[config.mk]
export PLATFORM = sky130hd
export DESIGN_NAME = pdf_cell_map
export DESIGN_NICKNAME = d
export VERILOG_FILES = /design/src/pdf_pkg.sv /design/src/pdf_cell_map.sv
export SDC_FILE = /design/constraint.sdc
export NUM_CORES = 2
export LEC_CHECK = 0
export ABC_AREA = 1
export BUFFER_PORTS_ARGS = -buffer_cell sky130_fd_sc_hd__buf_2
export CORE_ASPECT_RATIO = 1.75
export CORE_UTILIZATION = 60
export DETAILED_ROUTE_END_ITERATION = 10
export MAX_ROUTING_LAYER = met4
export PLACE_DENSITY = 0.81
export SLEW_MARGIN = 20
export SYNTH_ARGS = -nofsm -noshare
export SYNTH_HDL_FRONTEND = slang
export SYNTH_SLANG_ARGS = --single-unit
export TNS_END_PERCENT = 50
[constraint.sdc]
create_clock -name clk_i -period 5.94 [get_ports clk_i]
set_input_delay 0.297 -clock clk_i [delete_from_list [all_inputs] [get_ports clk_i]]
set_output_delay 0.297 -clock clk_i [all_outputs]
set_load 0.05 [all_outputs]
[src/pdf_pkg.sv]
// Shared constants, codes and types of the Poisson-disc dart filter.
// No dependencies; every other file but pdf_ram imports this package.
`timescale 1ns / 1ps
package pdf_pkg;

  localparam int COORD_BITS = 24;
  localparam int FRAC_BITS = 12;
  localparam int SCALE_BITS = 32;
  localparam int SCALE_FRAC = 24;
  localparam int GRID_DIM_W = 7;
  localparam int DIST_W = 50;
  localparam int CFG_W = 50;
  localparam int CFG_IDX_W = 2;
  localparam int IDX_W = 12;
  localparam int STATUS_W = 2;
  localparam int NBR_SPAN = 5;

  localparam int GRID_DIM_MAX_DEF = 64;
  localparam int MAX_SAMPLES_DEF = 4096;

  localparam int IN_FIELDS_W = 2 * COORD_BITS;
  localparam int IN_TDATA_W = ((IN_FIELDS_W + 7) / 8) * 8;
  localparam int OUT_FIELDS_W = STATUS_W + IDX_W;
  localparam int OUT_TDATA_W = ((OUT_FIELDS_W + 7) / 8) * 8;

  localparam logic [COORD_BITS-1:0] TILE_SIZE_RST = 24'd1048576;
  localparam logic [GRID_DIM_W-1:0] GRID_DIM_RST = 7'd46;
  localparam logic [SCALE_BITS-1:0] CELL_SCALE_RST = 32'd3014656;
  localparam logic [DIST_W-1:0] MIN_DIST_SQ_RST = 50'd1079110533;

  typedef enum logic [CFG_IDX_W-1:0] {
    REG_TILE_SIZE   = 2'd0,
    REG_GRID_DIM    = 2'd1,
    REG_CELL_SCALE  = 2'd2,
    REG_MIN_DIST_SQ = 2'd3
  } cfg_reg_e;

  typedef enum logic [STATUS_W-1:0] {
    STATUS_ACCEPT  = 2'd0,
    STATUS_COLLIDE = 2'd1,
    STATUS_FULL    = 2'd2
  } status_e;

  // Travels with each neighbour lookup: whether it is live and which tile edge it crosses.
  typedef struct packed {
    logic valid;
    logic x_neg;
    logic x_pos;
    logic y_neg;
    logic y_pos;
  } scan_tag_t;

endpackage

[src/pdf_cell_map.sv]
// Maps a candidate point to its grid cell: scale multiply, then saturation.
// Depends on pdf_pkg; two register stages.
`timescale 1ns / 1ps
module pdf_cell_map import pdf_pkg::*; #(
  parameter int GRID_DIM_MAX = GRID_DIM_MAX_DEF
) (
  input  logic                                clk_i,
  input  logic [COORD_BITS-1:0]               coord_x_i,
  input  logic [COORD_BITS-1:0]               coord_y_i,
  input  logic [SCALE_BITS-1:0]               scale_i,
  input  logic [$clog2(GRID_DIM_MAX+1)-1:0]   dim_i,
  output logic [$clog2(GRID_DIM_MAX)-1:0]     cell_x_o,
  output logic [$clog2(GRID_DIM_MAX)-1:0]     cell_y_o
);

  localparam int CELL_W = $clog2(GRID_DIM_MAX);
  localparam int DIM_W = $clog2(GRID_DIM_MAX + 1);
  localparam int PROD_W = COORD_BITS + SCALE_BITS;
  localparam int SHIFT = FRAC_BITS + SCALE_FRAC;
  localparam int CW = PROD_W - SHIFT;

  logic [PROD_W-1:0] prod_x_q, prod_y_q;
  logic [CW-1:0]     raw_x, raw_y;
  logic [CELL_W-1:0] top_cell;

  always_ff @(posedge clk_i) begin
    prod_x_q <= PROD_W'(coord_x_i) * PROD_W'(scale_i);
    prod_y_q <= PROD_W'(coord_y_i) * PROD_W'(scale_i);
  end

  assign raw_x = prod_x_q[PROD_W-1:SHIFT];
  assign raw_y = prod_y_q[PROD_W-1:SHIFT];
  assign top_cell = CELL_W'(dim_i - DIM_W'(1));

  always_ff @(posedge clk_i) begin
    cell_x_o <= (raw_x >= CW'(dim_i)) ? top_cell : CELL_W'(raw_x);
    cell_y_o <= (raw_y >= CW'(dim_i)) ? top_cell : CELL_W'(raw_y);
  end

endmodule

After elaboration in Yosys (flattened, before gate mapping) --
Index checks and enable logic that the tools add are counted.
Storage, ports and cells: register bits 124, input port bits 88, output and inout port bits 12, logic and storage cells 11
Operators by class: add/subtract/negate cells 1, multiply operators 2, $lt $le $gt $ge 2, mux-type cells 2
Operators with widths (count):
- 24-bit by 32-bit multiplier with 56-bit output | 2
- 20-bit by 7-bit greater-or-equal comparator with 1-bit output | 2
- 6-bit 2-to-1 mux | 2
- 6-bit by 1-bit subtractor with 6-bit output (second input constant) | 1

Depth between registers and ports, before layout --
word-level depth 2, mapped depth 30, mapped depth without buffers 28

Least setup slack after synthesis --
Ideal clock, no wire load.
path type input -> register, start input scale_i[27], end register prod_x_q[54], library setup time 112 ps, arrival 5886 ps, required time 5828 ps, setup slack -59 ps, stages on the path 25, path through clkbuf_1 -> buf_1 -> nand2_1 -> fa_1 -> inv_1 -> fa_1 -> inv_1 -> fa_1 -> inv_1 -> fa_1 -> fa_1 -> fa_1 -> inv_1 -> fa_1 -> inv_1 -> ha_1 -> nand2_1 -> inv_1 -> a21oi_1 -> a21boi_0 -> o21ai_0 -> a21oi_1 -> nand2_1 -> nand2_1 -> nand2_1
On the way: longest elaborated chain between the ends 1
Ends and longest elaborated chain:
- from (decl) | RTL line pdf_cell_map.sv:10 | input logic [SCALE_BITS-1:0] scale_i,
- 24-bit by 32-bit multiplier with 56-bit output | RTL line pdf_cell_map.sv:27 | prod_x_q <= PROD_W'(coord_x_i) * PROD_W'(scale_i);
- to (signal assigned) | RTL line pdf_cell_map.sv:27
- to (decl) | RTL line pdf_cell_map.sv:22 | logic [PROD_W-1:0] prod_x_q, prod_y_q;
No other way between the ends.

Worst setup path in the final report --
start input scale_i[19], end register prod_x_q[40]
Same word-level chain as after synthesis.

==> summary by stage <==
Final layout
In the final layout, the share of cells above drive strength 1 is 15.7%. After filler insertion, the fill cell instance count of the layout stands at 6617. The layout-stage area growth over the synthesis result is 19.0%. At the end of the flow, the number of nets in the layout was 9445.

Yosys
In this run, synthesis produced a sequential element count of 52. The synthesized netlist net count is 8936. The synthesized area per cell is 7.43 um^2. The cell area that synthesis handed to floorplanning was 0.0533 mm^2. The post-synthesis instance total is 7163.

Sequential elements use 1.95% of the synthesized area. The Yosys step of the flow raised 0 warnings. The synthesized netlist contains 35 unique library cells.

Floorplan
The die is 227 um wide. The die covers 0.0900 mm^2. The initial utilization of the core area, before any placement, comes to 60.6%.

The core box area is 0.0879 mm^2. In this run the core area contains 144 standard-cell rows. In this run the count of I/O pins placed on the die edge is 100. The die is 396 um tall.

Critical path
Along the worst path, the maximum fanout reaches 7. In this run the critical register-to-register path is launched from prod_y_q[47]. STA puts the critical path data arrival time at 6.45 ns. The endpoint of the most critical setup path is prod_x_q[40]. The worst setup path is captured at a register. The critical path is of the input port to register type. The required time of the critical path is 6.21 ns. The beginning of the critical path is scale_i[19]. The worst register-to-register path ends at cell_y_o[0].

For flop-to-flop paths, the worst setup slack is 3.53 ns. For the worst flop-to-flop path, the logic depth is 4. The worst setup path is launched from an input port.

Timing
The worst-case clock skew is 0.0152 ns. The maximum clock frequency is 162 MHz. The worst slew slack as a fraction of its limit is 26.6%.

Setup slack on the critical path of the routed design comes to -0.242 ns. Setup repair after global routing could not meet its margin everywhere. The final cycle utilization of the critical path is 104%. The final critical path time including I/O delays and setup is 6.18 ns. The total count of max-transition violations in the final report is 0. The final count of hold timing violations is 0. The transition time of the tightest slew-check pin is 1.09 ns. The number of setup violations in the final report is 21. Adding up every negative setup slack in the final design gives -1.33 ns.

Route
The total length of routed wires is 191 mm. The number of DRC markers in iteration 0 is 3610. The detailed router placed 49200 vias in this run. The mean routed wirelength per cell is 21.6 um. The per-cell via count in the routed design is 5.55. The first detailed-routing pass took 9 iterations. The number of nets still failing antenna checks after routing is 0. The post-route DRC violation count is 0.

Global routing
The largest net degree at the start of global routing is 28. The number of antenna violations at the first check in global routing is 11. Global routing consumed, over all layers together, 42.2% of the routing resources. The number of global-route vias before repair is 53600.

After global routing the overflow that remains totals 0. The wire length of the first global-routing pass is 275 mm.

Placement
Summed over all nets, the half-perimeter wirelength after detailed placement is 148 mm. The number of buffers added on ports is 99. The routability congestion estimate from global placement is 1.03.

Hold path
The hold path startpoint is dim_i[2]. The worst min-delay path category is input port to register.

Clock network
The total clock sinks is 52. The H-tree generated during clock tree synthesis spans 2 levels. The later-pin clock latency in the skew report is 0.36 ns. After clock tree synthesis, the clock-pin slew on the worst setup and hold paths is 0.09 ns. The root buffer selected by CTS is clkbuf_16.

After clock tree synthesis, the flow added hold-fix buffers numbering 0. In this run the deepest clock path goes through 2 buffers. The CTS buffer count is 5.

TritonCTS built the clock tree.

Run status
The flow ran to the end, but the final reports show violations. The final reports fail on negative setup slack.

Flow run
The number of violations of the max-capacitance limit is 0.
-- metal layers --
layer	wire (um)	GRT usage [%]	vias up
met2	93600	72.1	3066
met3	17800	7.57	1695
met5	0	-	-
met1	53900	39.0	23700
li1	-	-	20700
met4	26100	40.1	0
-- layout by cell type (no fill, tap or decap), types with 42 or more instances in the layout --
cell type / count
buf_2: 53
nand2_1: 1907
fa_1: 1266
inv_1: 2424
fa_2: 48
nand3_1: 76
a21oi_1: 84
buf_12: 112
a21oi_2: 42
nand2_2: 57
ha_1: 343
nor2_1: 132
dfxtp_1: 52
buf_4: 582
o21ai_0: 56
nor2_2: 47
-- Yosys cell counts, drive strengths merged --
library cell     n  area share, %
inv           2451             17
a31oi            1          0.012
nor3b            1          0.014
a21oi          148            1.4
xor2            10           0.16
nor4             8          0.094
nand3b           2          0.028
nand2         1978             14
nand3           86           0.81
dfxtp           52            2.0
nor2           204            1.5
nor3            40           0.38
fa            1314             49
clkbuf         254            1.8
ha             371            8.7
buf             52           0.39
a21boi           6          0.085
and2             1          0.012
xnor2            7           0.12
o21bai          19           0.28
nand4           36           0.42
o21a             4          0.056
o2111a           2          0.042
o21ai          110            1.1
a21o             6          0.085
-- state kept, by name, indices dropped and copies added, names as in the netlist --
signal    count
prod_y_q     20
cell_y_o      6
cell_x_o      6
prod_x_q     20
-- cell families (layout without fill, tap and decap cells) --
logic type               after synthesis  count (layout)  share of synthesized area [%]
AO/OA/AOI/OAI                        296             296                           3.01
XOR/XNOR                              17              17                          0.280
adder cells (fa/ha/maj)             1685            1685                           58.1
buffers and inverters               2757            3267                           19.5
flip-flops                            52              52                           1.95
other                                  0              18                              0
AND/OR/NAND/NOR                     2356            2356                           17.2
-- worst max-delay path: stages --
cell     delay, ns
buf_8         0.11
buf_12        0.19
buf_12        0.17
buf_4         0.17
nand2_1       0.09
fa_1          0.49
fa_1          0.57
inv_1         0.06
fa_1          0.49
fa_1          0.59
fa_1          0.45
fa_1          0.50
inv_1         0.05
fa_1          0.47
inv_1         0.06
ha_1          0.31
nand2_1       0.10
inv_1         0.08
nand2_2       0.11
nor4_4        0.41
buf_4         0.18
o21ai_0       0.11
buf_4         0.22
nand4_1       0.11
nand2_1       0.05
-- layout make-up --
class	instances	area, um^2	share of cell area [%]
multi-input combinational	4354	43700	68.9
inverter	2451	9200	14.5
timing repair buffer	808	7800	12.3
tap	1168	1460	2.31
sequential	52	1040	1.64
clock buffer	6	139	0.219
antenna	18	45.0	0.0711
clock inverter	2	38.8	0.0612
-- what timing repair did --
item / in CTS / in global routing
pin swaps: 13 / 133
cloned: 2 / 14
resized for setup: 123 / 517
setup buffers: 9 / 36
endpoints found under the hold margin: 0 / 0
endpoints found under the setup margin: 40 / 40
-- how the worst min path moves through the flow --
stage	endpoint	depth (start not counted)
2_1_floorplan	cell_x_o[1]	2
3_3_place_gp	cell_x_o[1]	2
3_5_place_dp	cell_x_o[1]	2
4_1_cts	cell_y_o[2]	4
5_1_grt	cell_y_o[2]	4
6_report	cell_y_o[2]	4
-- metrics by stage --
| stage | setup WS, ns | hold slack (ns) | utilization (%) | cell area, um^2 | std cells |
|---|---|---|---|---|---|
| 4_1_cts | -0.0260 | 0.278 | 69.2 | 60800 | 8792 |
| 2_1_floorplan | 0.00757 | 0.447 | - | 53300 | 7163 |
| 6_report | -0.242 | 0.288 | 72.1 | 63400 | 8859 |
| 5_1_grt | -0.328 | 0.336 | 72.1 | 63400 | 8853 |
| 3_3_place_gp | -0.860 | 0.537 | 68.4 | 60100 | 8773 |
| 3_5_place_dp | -0.877 | 0.526 | 68.4 | 60100 | 8773 |
Power is not shown: default switching activity piles up to over one toggle a cycle in this logic, so the estimate is an artifact.
