**src/pdf_pkg.sv**
```systemverilog
// Shared constants, codes and types of the Poisson-disc dart filter.
// No dependencies; every other file but pdf_ram imports this package.
`timescale 1ns / 1ps
package pdf_pkg;

  localparam int COORD_BITS = 24;
  localparam int FRAC_BITS = 12;
  localparam int SCALE_BITS = 32;
  localparam int SCALE_FRAC = 24;
  localparam int GRID_DIM_W = 7;
  localparam int DIST_W = 50;
  localparam int CFG_W = 50;
  localparam int CFG_IDX_W = 2;
  localparam int IDX_W = 12;
  localparam int STATUS_W = 2;
  localparam int NBR_SPAN = 5;

  localparam int GRID_DIM_MAX_DEF = 64;
  localparam int MAX_SAMPLES_DEF = 4096;

  localparam int IN_FIELDS_W = 2 * COORD_BITS;
  localparam int IN_TDATA_W = ((IN_FIELDS_W + 7) / 8) * 8;
  localparam int OUT_FIELDS_W = STATUS_W + IDX_W;
  localparam int OUT_TDATA_W = ((OUT_FIELDS_W + 7) / 8) * 8;

  localparam logic [COORD_BITS-1:0] TILE_SIZE_RST = 24'd1048576;
  localparam logic [GRID_DIM_W-1:0] GRID_DIM_RST = 7'd46;
  localparam logic [SCALE_BITS-1:0] CELL_SCALE_RST = 32'd3014656;
  localparam logic [DIST_W-1:0] MIN_DIST_SQ_RST = 50'd1079110533;

  typedef enum logic [CFG_IDX_W-1:0] {
    REG_TILE_SIZE   = 2'd0,
    REG_GRID_DIM    = 2'd1,
    REG_CELL_SCALE  = 2'd2,
    REG_MIN_DIST_SQ = 2'd3
  } cfg_reg_e;

  typedef enum logic [STATUS_W-1:0] {
    STATUS_ACCEPT  = 2'd0,
    STATUS_COLLIDE = 2'd1,
    STATUS_FULL    = 2'd2
  } status_e;

  // Travels with each neighbour lookup: whether it is live and which tile edge it crosses.
  typedef struct packed {
    logic valid;
    logic x_neg;
    logic x_pos;
    logic y_neg;
    logic y_pos;
  } scan_tag_t;

endpackage

```
**src/pdf_dist.sv**
```systemverilog
// Squared-distance test of one stored sample against the candidate, with tile wrap.
// Depends on pdf_pkg; three register stages from sample data to hit flag.
`timescale 1ns / 1ps
module pdf_dist import pdf_pkg::*; (
  input  logic                  clk_i,
  input  logic                  rst_ni,
  input  scan_tag_t             tag_i,
  input  logic [COORD_BITS-1:0] samp_x_i,
  input  logic [COORD_BITS-1:0] samp_y_i,
  input  logic [COORD_BITS-1:0] cand_x_i,
  input  logic [COORD_BITS-1:0] cand_y_i,
  input  logic [COORD_BITS-1:0] tile_i,
  input  logic [DIST_W-1:0]     min_dist_sq_i,
  output logic                  hit_o
);

  localparam int DD_W = COORD_BITS + 3;
  localparam int SQ_W = 2 * DD_W;
  localparam int SUM_W = SQ_W + 1;

  logic signed [DD_W-1:0] tile_s, ddx, ddy;
  logic [DD_W-1:0]        adx_q, ady_q;
  logic [SQ_W-1:0]        sqx_q, sqy_q;
  logic [SUM_W-1:0]       d2;
  logic                   va_q, vb_q, hit_q;

  always_comb begin
    tile_s = signed'(DD_W'(tile_i));
    ddx = signed'(DD_W'(samp_x_i)) - signed'(DD_W'(cand_x_i));
    ddy = signed'(DD_W'(samp_y_i)) - signed'(DD_W'(cand_y_i));
    if (tag_i.x_pos) begin
      ddx = ddx + tile_s;
    end else if (tag_i.x_neg) begin
      ddx = ddx - tile_s;
    end
    if (tag_i.y_pos) begin
      ddy = ddy + tile_s;
    end else if (tag_i.y_neg) begin
      ddy = ddy - tile_s;
    end
  end

  always_ff @(posedge clk_i) begin
    adx_q <= (ddx < 0) ? unsigned'(-ddx) : unsigned'(ddx);
    ady_q <= (ddy < 0) ? unsigned'(-ddy) : unsigned'(ddy);
    sqx_q <= SQ_W'(adx_q) * SQ_W'(adx_q);
    sqy_q <= SQ_W'(ady_q) * SQ_W'(ady_q);
  end

  assign d2 = SUM_W'(sqx_q) + SUM_W'(sqy_q);

  always_ff @(posedge clk_i or negedge rst_ni) begin
    if (!rst_ni) begin
      va_q <= 1'b0;
      vb_q <= 1'b0;
      hit_q <= 1'b0;
    end else begin
      va_q <= tag_i.valid;
      vb_q <= va_q;
      hit_q <= vb_q && (d2 < SUM_W'(min_dist_sq_i));
    end
  end

  assign hit_o = hit_q;

endmodule

```
**config.mk**
```make
export PLATFORM = sky130hd
export DESIGN_NAME = pdf_dist
export DESIGN_NICKNAME = d
export VERILOG_FILES = /design/src/pdf_pkg.sv /design/src/pdf_dist.sv
export SDC_FILE = /design/constraint.sdc
export NUM_CORES = 2
export LEC_CHECK = 0
export BUFFER_PORTS_ARGS = -buffer_cell sky130_fd_sc_hd__buf_2
export CAP_MARGIN = 5
export CELL_PAD_IN_SITES_DETAIL_PLACEMENT = 0
export CELL_PAD_IN_SITES_GLOBAL_PLACEMENT = 2
export CORE_MARGIN = 4
export CORE_UTILIZATION = 38
export DETAILED_ROUTE_END_ITERATION = 16
export MAX_ROUTING_LAYER = met4
export PLACE_DENSITY_LB_ADDON = 0.1
export SYNTH_ARGS = -nofsm -noshare
export SYNTH_HDL_FRONTEND = slang
export SYNTH_SLANG_ARGS = --single-unit
```
**constraint.sdc**
```tcl
create_clock -name clk_i -period 7.4 [get_ports clk_i]
set_clock_uncertainty 0.05 [all_clocks]
set_input_delay 0.74 -clock clk_i [delete_from_list [all_inputs] [get_ports clk_i]]
set_output_delay 0.74 -clock clk_i [all_outputs]
set_load 0.01 [all_outputs]
```
Word level (Yosys, flattened, before mapping)
Cells that the tools add are included.
- register bits after elaboration: 165
- output and inout port bits: 1
- $add $sub $neg: 9
- $mul: 2
- order comparisons: 3
- muxes and demuxes: 6
- reductions and logical operators: 1
- operators by type and width (cell ; count):
    27-bit 2-to-1 mux ; 6
    27-bit by 27-bit multiplier with 54-bit output ; 2
    54-bit by 54-bit adder with 55-bit output ; 1
    55-bit by 50-bit < comparator with 1-bit output ; 1
    27-bit by 1-bit < comparator with 1-bit output, second input constant ; 2
    27-bit negator ; 2
    25-bit by 25-bit adder with 26-bit output ; 2
    25-bit by 25-bit subtractor with 26-bit output ; 2
    24-bit by 24-bit subtractor with 25-bit output ; 2
    1-bit logical AND ; 1

Logic depth before layout (Yosys ltp)
- depth after elaboration: 6
- mapped depth: 30

Worst setup path before layout
Ideal clock, no wire load.
- path kind: reg-to-reg
- from: register adx_q[5]
- to: register sqx_q[50]
- data arrival time: 6829 ps
- required time: 7225 ps
- slack: 396 ps
- stages on the path, launching flop included: 29
- path buffers: 3
- clock period less this slack: 7004 ps
- cell sequence: dfxtp_1 -> clkbuf_1 -> clkbuf_1 -> nand2_1 -> fa_1 -> inv_1 -> fa_1 -> fa_1 -> inv_1 -> fa_1 -> inv_1 -> fa_1 -> fa_1 -> inv_1 -> fa_1 -> inv_1 -> ha_1 -> clkbuf_1 -> nand3_1 -> o221ai_1 -> a21oi_1 -> a21bo_2 -> or2_2 -> nand3_1 -> a31o_2 -> a21oi_1 -> a31oi_1 -> a221oi_1 -> xnor2_1
- word-level cells in the longest chain between the ends: 1
- RTL lines (what ; RTL line ; RTL):
    start: declaration ; pdf_dist.sv:22 ; logic [DD_W-1:0] adx_q, ady_q;
    start signal: assignment ; pdf_dist.sv:44 ; adx_q <= (ddx < 0) ? unsigned'(-ddx) : unsigned'(ddx);
    27-bit by 27-bit multiplier with 54-bit output ; pdf_dist.sv:46 ; sqx_q <= SQ_W'(adx_q) * SQ_W'(adx_q);
    end signal: assignment ; pdf_dist.sv:46 ;
    end: declaration ; pdf_dist.sv:23 ; logic [SQ_W-1:0] sqx_q, sqy_q;
No other way between the ends.

Worst setup path after layout
- from: register ady_q[20]
- to: register sqy_q[38]
- word-level cells in the longest chain between the ends: 1
- RTL lines (what ; RTL line ; RTL):
    start: declaration ; pdf_dist.sv:22 ;
    start signal: assignment ; pdf_dist.sv:45 ; ady_q <= (ddy < 0) ? unsigned'(-ddy) : unsigned'(ddy);
    27-bit by 27-bit multiplier with 54-bit output ; pdf_dist.sv:47 ; sqy_q <= SQ_W'(ady_q) * SQ_W'(ady_q);
    end signal: assignment ; pdf_dist.sv:47 ;
    end: declaration ; pdf_dist.sv:23 ;
No other way between the ends.

==> results.sh <==
export IMPL_status="finished clean"
export IMPL_layoutNonFillerInstCount=8813
export IMPL_synth_edf_count=0
export IMPL_io_pin_count=178
export IMPL_dieArea_mm2=0.157
export IMPL_drive_gt1_share_pct=7.92
export IMPL_synthFlopType="dfxtp_1"
export IMPL_worstPathMaxFanout=17
export IMPL_cts_buffer_depth=2
export IMPL_first_pass_iters=6
export IMPL_avgSynthCellArea_um2=8.72
export IMPL_crit_path_top_delay_cell="fa_1"
export IMPL_drtAntennaViolNets=0
export IMPL_worstReg2RegStart="ady_q[20]$_DFF_P_"
export IMPL_maxCapViolations=0
export IMPL_post_dp_cell_area_mm2=0.0617
export IMPL_dpl_hpwl_um=149000
export IMPL_vias_per_cell=4.93
export IMPL_wl_per_cell_um=19.7
export IMPL_pre_cts_ws_ns=0.00705
export IMPL_clkSlewWorstSetupHoldPaths_ns=0.08
export IMPL_worstSetupStartpointType="register"
export IMPL_synth_top_area_cell="fa_1"
export IMPL_die_width_um=396
export IMPL_vias=43445
export IMPL_fin_nets=8720
export IMPL_utilization_pct=41.9
export IMPL_rows=142
export IMPL_syn_area_mm2=0.0572
export IMPL_yosysWarnings=0
export IMPL_synth_most_common_cell="inv_1"
export IMPL_core_mm2=0.150
export IMPL_crit_type="register to register"
export IMPL_hold_viol_final=0
export IMPL_synth_cell_types=105
export IMPL_place_inst=8766
export IMPL_fillers=15301
export IMPL_clockRootBuffer="clkbuf_16"
export IMPL_grt_first_pass_wirelength_um=271000
export IMPL_syn_to_final_growth_pct=9.62
export IMPL_overflow=0
export IMPL_ys_ff_latch=163
export IMPL_port_buffers=177
export IMPL_max_clock_freq_mhz=140
export IMPL_tightest_slew_ns=1.03
export IMPL_numCtsBuffers=17
export IMPL_relSlewSlack_pct=30.8
export IMPL_dieHeight_um=396
export IMPL_finalSetupViolCount=0
export IMPL_grt_max_degree=39
export IMPL_r2r_end="sqy_q[38]$_DFF_P_"
export IMPL_slew_viol_final=0
export IMPL_final_cell_area_mm2=0.0627
export IMPL_drc=0
export IMPL_cts_tree="done"
export IMPL_cp_arrival_ns=7.49
export IMPL_fin_ws_ns=0.267
export IMPL_place_gp_congestion=0.869
export IMPL_min_path_type="input pin to async pin"
export IMPL_grt_pass1_vias=47316
export IMPL_r2r_cells=28
export IMPL_rsz0062_at_grt="true"
export IMPL_r2r_setup_slack_ns=0.27
export IMPL_synthCells=6559
export IMPL_clkLatencyLatePin_ns=0.50
export IMPL_period_minus_slack_ns=7.13
export IMPL_finalCritPeriodShare_pct=96.4
export IMPL_yosysTopAreaCellShare_pct=38.9
export IMPL_drt_iter0_drc=2418
export IMPL_initial_core_util_pct=38.2
export IMPL_clkSinkCount=163
export IMPL_async_flop_share_pct=1.84
export IMPL_routed_wirelength_um=174000
export IMPL_gr_usage_all_layers_pct=23.1
export IMPL_ys_seq_area_share_pct=5.73
export IMPL_synthTopCellsByArea="fa_1 39%, ha_1 14%, inv_1 11%"
export IMPL_required_ns=7.75
export IMPL_antenna_found_initial=10
export IMPL_synth_commonest_cells="1712 x inv_1, 1110 x fa_1, 653 x ha_1"
export IMPL_crit_path_end_kind="register"
export IMPL_max_stage_delay_ns=0.53
export IMPL_cts_max_level=4
worst max-delay path: cells and delay by family, from the launching register on:
family,cells,cell delay (ns)
adder cells (fa/ha/maj),8,3.72
buffers and inverters,9,0.82
AND/OR/NAND/NOR,3,0.41
XOR/XNOR,1,0.18
AO/OA/AOI/OAI,7,1.38
flip-flops,1,0.44
area by class of cell:
type	count	area, um^2	area share, %
clock buffer	18	429	0.685
inverter	1717	6460	10.3
antenna	4	10.0	0.0160
tap	2016	2520	4.02
sequential	163	3310	5.29
clock inverter	14	176	0.281
multi-input combinational	4491	46800	74.7
timing repair buffer	390	2970	4.75
placed cells by master (no fill, tap or decap), drive strengths merged, types with 44 or more instances in the layout:
cell type  instances
ha               653
nand2            531
o21ai            154
a21oi            273
buf              385
dfxtp            160
xnor2            202
a21o             159
nand4             44
fa              1110
nand3             60
inv             1716
nor3              55
nor2b             56
nand2b            61
and2             278
nor2             263
xor2              85
how the worst max path moves through the flow:
stage / from / endpoint / slack (ns) / cells past startpoint
6_report: ady_q[20]$_DFF_P_ / sqy_q[38]$_DFF_P_ / 0.27 / 28
5_1_grt: ady_q[4]$_DFF_P_ / sqy_q[38]$_DFF_P_ / -0.03 / 29
4_1_cts: ady_q[20]$_DFF_P_ / sqy_q[38]$_DFF_P_ / 0.001 / 28
3_5_place_dp: adx_q[5]$_DFF_P_ / sqx_q[53]$_DFF_P_ / 0.007 / 24
3_3_place_gp: ady_q[20]$_DFF_P_ / sqy_q[38]$_DFF_P_ / -0.01 / 28
2_1_floorplan: adx_q[5]$_DFF_P_ / sqx_q[50]$_DFF_P_ / 0.40 / 28
repair_timing:
action	CTS	global route
setup buffers	0	6
cloned	0	5
endpoints found under the setup margin	1	31
pin swaps	0	7
hold buffers	0	0
endpoints found under the hold margin	0	0
gates resized for setup	1	72
per-layer routing:
layer  track usage (%)  up-vias  wire length (um)
met1              30.3    21693             78400
met3              2.31      158              6930
met4              5.11        0              3940
met2              38.7      881             84300
met5                 -        -                 0
li1                  -    20713                 -
state kept, by name, indices dropped and copies added (netlist names):
register / count
ady_q: 27
adx_q: 27
va_q: 1
sqy_q: 53
sqx_q: 53
vb_q: 1
hit_o: 1
stage by stage:
step,setup TNS (ns),hold slack [ns]
finish,0,0.0625
global route,-0.0343,0.0327
CTS,0,0.0113
detailed placement,0,0.286
global placement,-0.0129,0.285
floorplan,0,0.281
cell families (layout without fill, tap and decap cells):
kind of cell | count (synthesis) | after routing | share of synthesized area (%)
buf+inv | 1906 | 2139 | 12.7
fa+ha+maj | 1763 | 1763 | 53.2
simple gates | 1466 | 1466 | 12.5
compound gates | 951 | 951 | 11.1
xor+xnor | 287 | 287 | 4.40
flops | 163 | 163 | 5.73
mux | 22 | 22 | 0.398
other cells | 1 | 6 | 0.00656
Power is left out: the tool's default activity adds up to more than one toggle a clock period on the data nets, which glitch-free logic cannot reach.
